--- config.mk ---
export PLATFORM = sky130hd
export DESIGN_NAME = netlist_gate_evaluator
export DESIGN_NICKNAME = d
export VERILOG_FILES = /design/src/sv/nge_pkg.sv /design/src/sv/nge_fold.sv /design/src/sv/netlist_gate_evaluator.sv
export SDC_FILE = /design/constraint.sdc
export NUM_CORES = 2
export LEC_CHECK = 0
export BUFFER_PORTS_ARGS = -buffer_cell sky130_fd_sc_hd__buf_2
export CAP_MARGIN = 25
export CORE_ASPECT_RATIO = 1.5
export CORE_MARGIN = 5
export CORE_UTILIZATION = 35
export CTS_BUF_LIST = sky130_fd_sc_hd__clkbuf_8
export CTS_CLUSTER_DIAMETER = 100
export DETAILED_ROUTE_END_ITERATION = 12
export GPL_TIMING_DRIVEN = 1
export HOLD_SLACK_MARGIN = 0.05
export MAX_ROUTING_LAYER = met4
export SLEW_MARGIN = 0
export SYNTH_ARGS = -nofsm -noshare
export SYNTH_HDL_FRONTEND = slang
export SYNTH_HIERARCHICAL = 1
export SYNTH_SLANG_ARGS = --single-unit
export TNS_END_PERCENT = 1
--- constraint.sdc ---
create_clock -name clk -period 23.6 [get_ports clk]
set_input_delay 2.36 -clock clk [delete_from_list [all_inputs] [get_ports clk]]
set_output_delay 2.36 -clock clk [all_outputs]
set_load 0.02 [all_outputs]
--- src/sv/nge_pkg.sv ---
// Package for the gate evaluator: beat types, gate kind codes, fold request type.
// No dependencies.
package nge_pkg;

    localparam int NODE_W  = 10;
    localparam int KIND_W  = 3;
    localparam int COUNT_W = 4;
    localparam int FANIN_SLOTS = 8;
    localparam int SLOT_W  = 3;

    localparam logic [KIND_W-1:0] KIND_SET  = 3'd0;
    localparam logic [KIND_W-1:0] KIND_AND  = 3'd1;
    localparam logic [KIND_W-1:0] KIND_OR   = 3'd2;
    localparam logic [KIND_W-1:0] KIND_NAND = 3'd3;
    localparam logic [KIND_W-1:0] KIND_NOR  = 3'd4;
    localparam logic [KIND_W-1:0] KIND_XOR  = 3'd5;
    localparam logic [KIND_W-1:0] KIND_NOT  = 3'd6;

    typedef struct packed {
        logic [NODE_W-1:0]  node_index;
        logic [KIND_W-1:0]  gate_kind;
        logic               set_value;
        logic [COUNT_W-1:0] fanin_count;
        logic [NODE_W-1:0]  fanin_a;
        logic [NODE_W-1:0]  fanin_b;
        logic [NODE_W-1:0]  fanin_c;
        logic [NODE_W-1:0]  fanin_d;
        logic [NODE_W-1:0]  fanin_e;
        logic [NODE_W-1:0]  fanin_f;
        logic [NODE_W-1:0]  fanin_g;
        logic [NODE_W-1:0]  fanin_h;
    } item_t;

    typedef struct packed {
        logic [NODE_W-1:0] result_node;
        logic              result_value;
    } result_t;

    typedef struct packed {
        logic [KIND_W-1:0] kind;
        logic              init;
        logic              set_value;
        logic              acc;
        logic              operand;
    } fold_req_t;

    function automatic logic [NODE_W-1:0] fanin_pick(input item_t it, input logic [SLOT_W-1:0] p);
        logic [NODE_W-1:0] r;
        begin
            case (p)
                3'd0:    r = it.fanin_a;
                3'd1:    r = it.fanin_b;
                3'd2:    r = it.fanin_c;
                3'd3:    r = it.fanin_d;
                3'd4:    r = it.fanin_e;
                3'd5:    r = it.fanin_f;
                3'd6:    r = it.fanin_g;
                default: r = it.fanin_h;
            endcase
            return r;
        end
    endfunction

endpackage

--- src/sv/nge_fold.sv ---
// Shared one-bit fold unit: start value on the first step, then one fan-in per step.
// Depends on nge_pkg.
module nge_fold
    import nge_pkg::*;
(
    input  fold_req_t req,
    output logic      acc_out
);

    always_comb
    begin
        if (req.init)
        begin
            case (req.kind)
                KIND_SET:            acc_out = req.set_value;
                KIND_AND, KIND_NAND: acc_out = 1'b1;
                KIND_OR, KIND_NOR,
                KIND_XOR:            acc_out = 1'b0;
                default:             acc_out = req.operand; // NOT and unused kind: old value
            endcase
        end
        else
        begin
            case (req.kind)
                KIND_AND, KIND_NAND: acc_out = req.acc & req.operand;
                KIND_OR, KIND_NOR:   acc_out = req.acc | req.operand;
                KIND_XOR:            acc_out = req.acc ^ req.operand;
                KIND_NOT:            acc_out = ~req.operand;
                default:             acc_out = req.acc;
            endcase
        end
    end

endmodule

--- src/sv/netlist_gate_evaluator.sv ---
// Gate evaluator top level: node value memory, sequencer and result register.
// Depends on nge_pkg and nge_fold.
//
// Usage:
//   item channel (item_valid/item_ready/item) carries one set-input or gate beat;
//   result channel (result_valid/result_ready/result) returns one beat per item
//   with the node index and its new value.
//   After reset the node memory is cleared one entry a cycle, with item_ready
//   low. Then all nodes read 0.
//   An item is taken in the idle state, then the single memory port is read once
//   for the node's old value and once per fan-in, pipelined with the fold, then
//   the node is written back. Fan-ins used: none for a set input or unused kind,
//   at most MAX_FANIN for a gate. The next item is taken only once the result
//   has been loaded into the output register.
//   The result sits in an output register; a stalled receiver holds the block in
//   its write-back state only once the next result is ready and the register is
//   still full.
module netlist_gate_evaluator
    import nge_pkg::*;
#(
    parameter int NODE_COUNT = 1024,
    parameter int MAX_FANIN  = 8
)
(
    input  logic    clk,
    input  logic    rst_n,
    input  logic    item_valid,
    output logic    item_ready,
    input  item_t   item,
    output logic    result_valid,
    input  logic    result_ready,
    output result_t result
);

    localparam int AW = $clog2(NODE_COUNT);

    localparam logic [2:0] ST_CLEAR = 3'd0;
    localparam logic [2:0] ST_IDLE  = 3'd1;
    localparam logic [2:0] ST_RUN   = 3'd2;
    localparam logic [2:0] ST_WRITE = 3'd3;

    logic [2:0]         state_reg, state_next;
    logic [AW-1:0]      clr_reg, clr_next;
    item_t              item_reg, item_next;
    logic [COUNT_W-1:0] step_reg, step_next;
    logic [COUNT_W-1:0] cnt_reg, cnt_next;
    logic               acc_reg, acc_next;
    logic               pend_reg, pend_next;
    logic               init_reg, init_next;
    logic               ok_reg, ok_next;
    logic               self_reg, self_next;
    logic               rv_reg, rv_next;
    result_t            res_reg, res_next;

    logic               mem [NODE_COUNT];
    logic               rdata_reg;
    logic [AW-1:0]      mem_addr;
    logic               mem_we;
    logic               mem_wdata;

    logic [NODE_W-1:0]  ridx;
    logic [COUNT_W-1:0] eff_cnt;
    logic               node_ok;
    logic               wval;
    fold_req_t          freq;
    logic               fold_out;

    assign item_ready   = (state_reg == ST_IDLE);
    assign result_valid = rv_reg;
    assign result       = res_reg;

    assign ridx = (step_reg == '0) ? item_reg.node_index
                                   : fanin_pick(item_reg, SLOT_W'(step_reg - 4'd1));
    assign node_ok = (32'(item_reg.node_index) < NODE_COUNT);
    assign wval = acc_reg ^ ((item_reg.gate_kind == KIND_NAND) ||
                             (item_reg.gate_kind == KIND_NOR));

    always_comb
    begin
        eff_cnt = '0;
        if ((item.gate_kind inside {KIND_AND, KIND_OR, KIND_NAND, KIND_NOR,
                                    KIND_XOR, KIND_NOT}))
        begin
            if (32'(item.fanin_count) > MAX_FANIN)
                eff_cnt = COUNT_W'(MAX_FANIN);
            else
                eff_cnt = item.fanin_count;
        end
    end

    assign freq.kind      = item_reg.gate_kind;
    assign freq.init      = init_reg;
    assign freq.set_value = item_reg.set_value;
    assign freq.acc       = acc_reg;
    assign freq.operand   = self_reg ? acc_reg : (rdata_reg & ok_reg);

    nge_fold u_fold
    (
        .req     (freq),
        .acc_out (fold_out)
    );

    always_comb
    begin
        state_next = state_reg;
        clr_next   = clr_reg;
        item_next  = item_reg;
        step_next  = step_reg;
        cnt_next   = cnt_reg;
        acc_next   = acc_reg;
        pend_next  = 1'b0;
        init_next  = init_reg;
        ok_next    = ok_reg;
        self_next  = self_reg;
        rv_next    = rv_reg;
        res_next   = res_reg;
        mem_addr   = AW'(ridx);
        mem_we     = 1'b0;
        mem_wdata  = 1'b0;

        if (rv_reg && result_ready)
            rv_next = 1'b0;

        if (pend_reg)
            acc_next = fold_out;

        case (state_reg)
            ST_CLEAR:
            begin
                mem_addr = clr_reg;
                mem_we   = 1'b1;
                clr_next = clr_reg + 1'b1;
                if (clr_reg == AW'(NODE_COUNT - 1))
                    state_next = ST_IDLE;
            end
            ST_IDLE:
            begin
                if (item_valid)
                begin
                    item_next  = item;
                    cnt_next   = eff_cnt;
                    step_next  = '0;
                    state_next = ST_RUN;
                end
            end
            ST_RUN:
            begin
                if (step_reg <= cnt_reg)
                begin
                    pend_next = 1'b1;
                    init_next = (step_reg == '0);
                    ok_next   = (32'(ridx) < NODE_COUNT);
                    self_next = (step_reg != '0) && (ridx == item_reg.node_index);
                    step_next = step_reg + 1'b1;
                end
                else
                begin
                    state_next = ST_WRITE;
                end
            end
            ST_WRITE:
            begin
                mem_addr  = AW'(item_reg.node_index);
                mem_we    = node_ok;
                mem_wdata = wval;
                if (!rv_reg || result_ready)
                begin
                    rv_next                = 1'b1;
                    res_next.result_node   = item_reg.node_index;
                    res_next.result_value  = wval;
                    state_next             = ST_IDLE;
                end
            end
            default:
            begin
                state_next = ST_IDLE;
            end
        endcase
    end

    always_ff @(posedge clk)
    begin
        if (mem_we)
            mem[mem_addr] <= mem_wdata;
        rdata_reg <= mem[mem_addr];
    end

    always_ff @(posedge clk or negedge rst_n)
    begin
        if (!rst_n)
        begin
            state_reg <= ST_CLEAR;
            clr_reg   <= '0;
            step_reg  <= '0;
            cnt_reg   <= '0;
            pend_reg  <= 1'b0;
            rv_reg    <= 1'b0;
        end
        else
        begin
            state_reg <= state_next;
            clr_reg   <= clr_next;
            step_reg  <= step_next;
            cnt_reg   <= cnt_next;
            pend_reg  <= pend_next;
            rv_reg    <= rv_next;
        end
    end

    always_ff @(posedge clk)
    begin
        item_reg <= item_next;
        acc_reg  <= acc_next;
        init_reg <= init_next;
        ok_reg   <= ok_next;
        self_reg <= self_next;
        res_reg  <= res_next;
    end

    a_cnt_bound: assert property (@(posedge clk) disable iff (!rst_n)
        32'(cnt_reg) <= MAX_FANIN)
        else $error("fan-in count above limit");

    a_step_bound: assert property (@(posedge clk) disable iff (!rst_n)
        state_reg == ST_RUN |-> step_reg <= cnt_reg + 4'd1)
        else $error("step past fan-in count");

    a_pend_run: assert property (@(posedge clk) disable iff (!rst_n)
        pend_reg |-> state_reg == ST_RUN)
        else $error("read pending outside run state");

    a_write_hold: assert property (@(posedge clk) disable iff (!rst_n)
        state_reg == ST_WRITE && rv_reg && !result_ready |=> state_reg == ST_WRITE)
        else $error("result register overwritten");

endmodule

==> run metrics <==
top cell type's share of synthesized area=65.5%; reg2reg start=step_reg[0]; crit path kind=reg -> reg; core area=148000 um^2; Max Clock Skew=0.0333 ns; Final Hold Vio Count=0; Fillers=14000; cts bufs inserted=164; Die X=324 um; Critical Path AT=8.18 ns; Root Driver=clkbuf_8; hold endpoint=acc_reg; clk_lat worst skew=0.90 ns; layout cells sized above 1=11.2%; cell accounting for the most synthesized area=edfxtp_1; period utilisation layout=31.5%; syn_nets=4505; post_cts resized=0; DP HPWL=83500 um; H-Tree Level Count=4; Final nets=4503; Clock Sinks=1155; Yosys reg bits=1155; postcts setup bufs=0; async set-reset flop share out of synthesis=1.90%; DIE HEIGHT=481 um; antenna violations before repair=1; max frequency=135 MHz; Ports=115; number of max-cap violations=0; vias in the first global route=34800; number of remaining DRC errors=0; Most used DFF post-synth=edfxtp_1; hold crit path type=reg -> reg; pin count of the biggest net entering global routing=271; endpoint class of the critical path=register; fin crit period=7.43 ns; P&R area growth vs syn=11.2%; max FFs per register=1024; mapped cell area=51900 um^2; unrepaired setup endpoints after global routing=false; worst r2r dst=rdata_reg; synthesized area per cell=11.8 um^2; Core Util, Final=39.0%; # hold bufs at CTS=0; Mapped Cells=4385; total grt overflow=0; GRT Overall Usage=20.6%; Hold Startpoint=pend_reg; status=finished clean; DR vias=36000; 1st-pass router iterations=8; PortBufs=114; top post-synthesis cells by area=edfxtp_1 (66%), nor2_1 (7.6%), mux2i_1 (6.0%); relative slew slack=20.0%; Rows=173; Tightest Pin Transition=1.20 ns; first-pass GRT wire length=233000 um; worst r2r path cells=17; final setup vio count=0; fin. max-slew vios=0; worst endpoint required time=24.36 ns; Syn. warnings=6; R2R setup slack=16.17 ns; Worst Hold Path Cells=0; Crit Path Max Fanout=71; vias per std cell=5.58; Starting Density=35.1%; Post-synth EDFFs=1132; total negative setup slack=0 ns; Final ANT Viol Nets=0; register area share after synthesis=66.6%; Detailed Route WL=161000 um; CTS tree=done; WL/cell=25.0 um; startpoint type of the worst setup path=register; CTS Buffer Depth=3; Yosys cell types=84; initial drt markers=4076; full die area=156000 um^2; routability congestion estimate=0.827; clock slew at reported path FFs=0.07 ns
[through the flow]
stage          area (um^2)  hold WS (ns)  setup WS, ns  cells
6_report             57700         0.451         16.17   6443
2_1_floorplan        51900         0.429          6.90   4385
5_1_grt              57700         0.465         15.70   6443
3_5_place_dp         54200         0.440         16.12   6120
4_1_cts              57100         0.452         16.11   6420
3_3_place_gp         53900         0.435         16.33   6106
[layout make-up]
class | count | area [um^2] | share of cell area [%]
timing repair buffer | 222 | 2050 | 3.56
multi-input combinational | 2747 | 15400 | 26.6
inverter | 93 | 350 | 0.607
clock inverter | 131 | 621 | 1.08
sequential | 1155 | 34600 | 59.9
tap | 1925 | 2410 | 4.18
antenna | 1 | 2.50 | 0.00434
clock buffer | 169 | 2330 | 4.03
[critical path, stage by stage (launching register included)]
cell	delay, ns
dfrtp_1	0.43
inv_1	0.19
ha_1	0.47
xor2_2	0.52
mux2i_1	0.27
a211oi_4	0.24
buf_4	0.45
a21o_4	0.55
buf_12	0.31
buf_4	0.75
buf_4	0.89
mux2i_1	0.27
a211oi_1	0.10
a2111oi_0	0.66
a31oi_1	0.20
a2111oi_0	0.38
a2bb2oi_1	0.29
nand4b_1	0.14
[cells in the mapped netlist (all sizes together) (25+ instances only)]
master  count
nand2     510
buf       226
a31oi      29
nand3     221
a211oi    227
clkbuf    164
nor2     1052
a22oi      36
nand4      28
edfxtp   1132
mux2i     313
a21oi      60
a32oi      25
inv        91
[worst max path at each step]
| stage | endpoint | startpoint | depth (start not counted) |
|---|---|---|---|
| 3_3_place_gp | rdata_reg | step_reg[0] | 16 |
| 5_1_grt | rdata_reg | step_reg[0] | 17 |
| 2_1_floorplan | mem[0] | state_reg[0] | 4 |
| 4_1_cts | rdata_reg | step_reg[0] | 16 |
| 3_5_place_dp | rdata_reg | step_reg[0] | 16 |
| 6_report | rdata_reg | step_reg[0] | 17 |
[metal layers]
metal  up-vias  global-route usage [%]  routed length (um)
met5         -                       -                   0
met4         0                    10.3                9040
met3       405                    3.29               12900
met2      1716                    34.8               79300
met1     18200                    23.9               60000
li1      15700                       -                   -
[layout by cell type (no fill, tap or decap), types with 11 or more instances in the layout]
cell,n
a2111oi_0,12
a211oi_1,224
a21oi_1,57
a221oi_1,11
a22oi_1,36
a31oi_1,29
a32oi_1,25
buf_16,28
buf_2,114
buf_4,69
clkbuf_8,169
clkinv_1,34
clkinv_2,14
dfrtp_1,22
edfxtp_1,1132
ha_1,18
inv_1,160
mux2i_1,313
nand2_1,478
nand2_2,19
nand2_4,13
nand3_1,221
nand4_1,28
nor2_1,1046
nor3_1,14
nor4_1,11
o21ai_0,23
xnor2_1,14
[logic make-up after synthesis]
kind of cell	after synthesis	synth area share, %
compound gates	493	7.18
mux	325	6.31
flops	1155	66.6
buf+inv	483	4.21
fa+ha+maj	18	0.434
simple gates	1887	14.8
xor+xnor	24	0.456
Power is left out: the tool's default activity adds up to more than one toggle a clock period on the data nets, which glitch-free logic cannot reach.
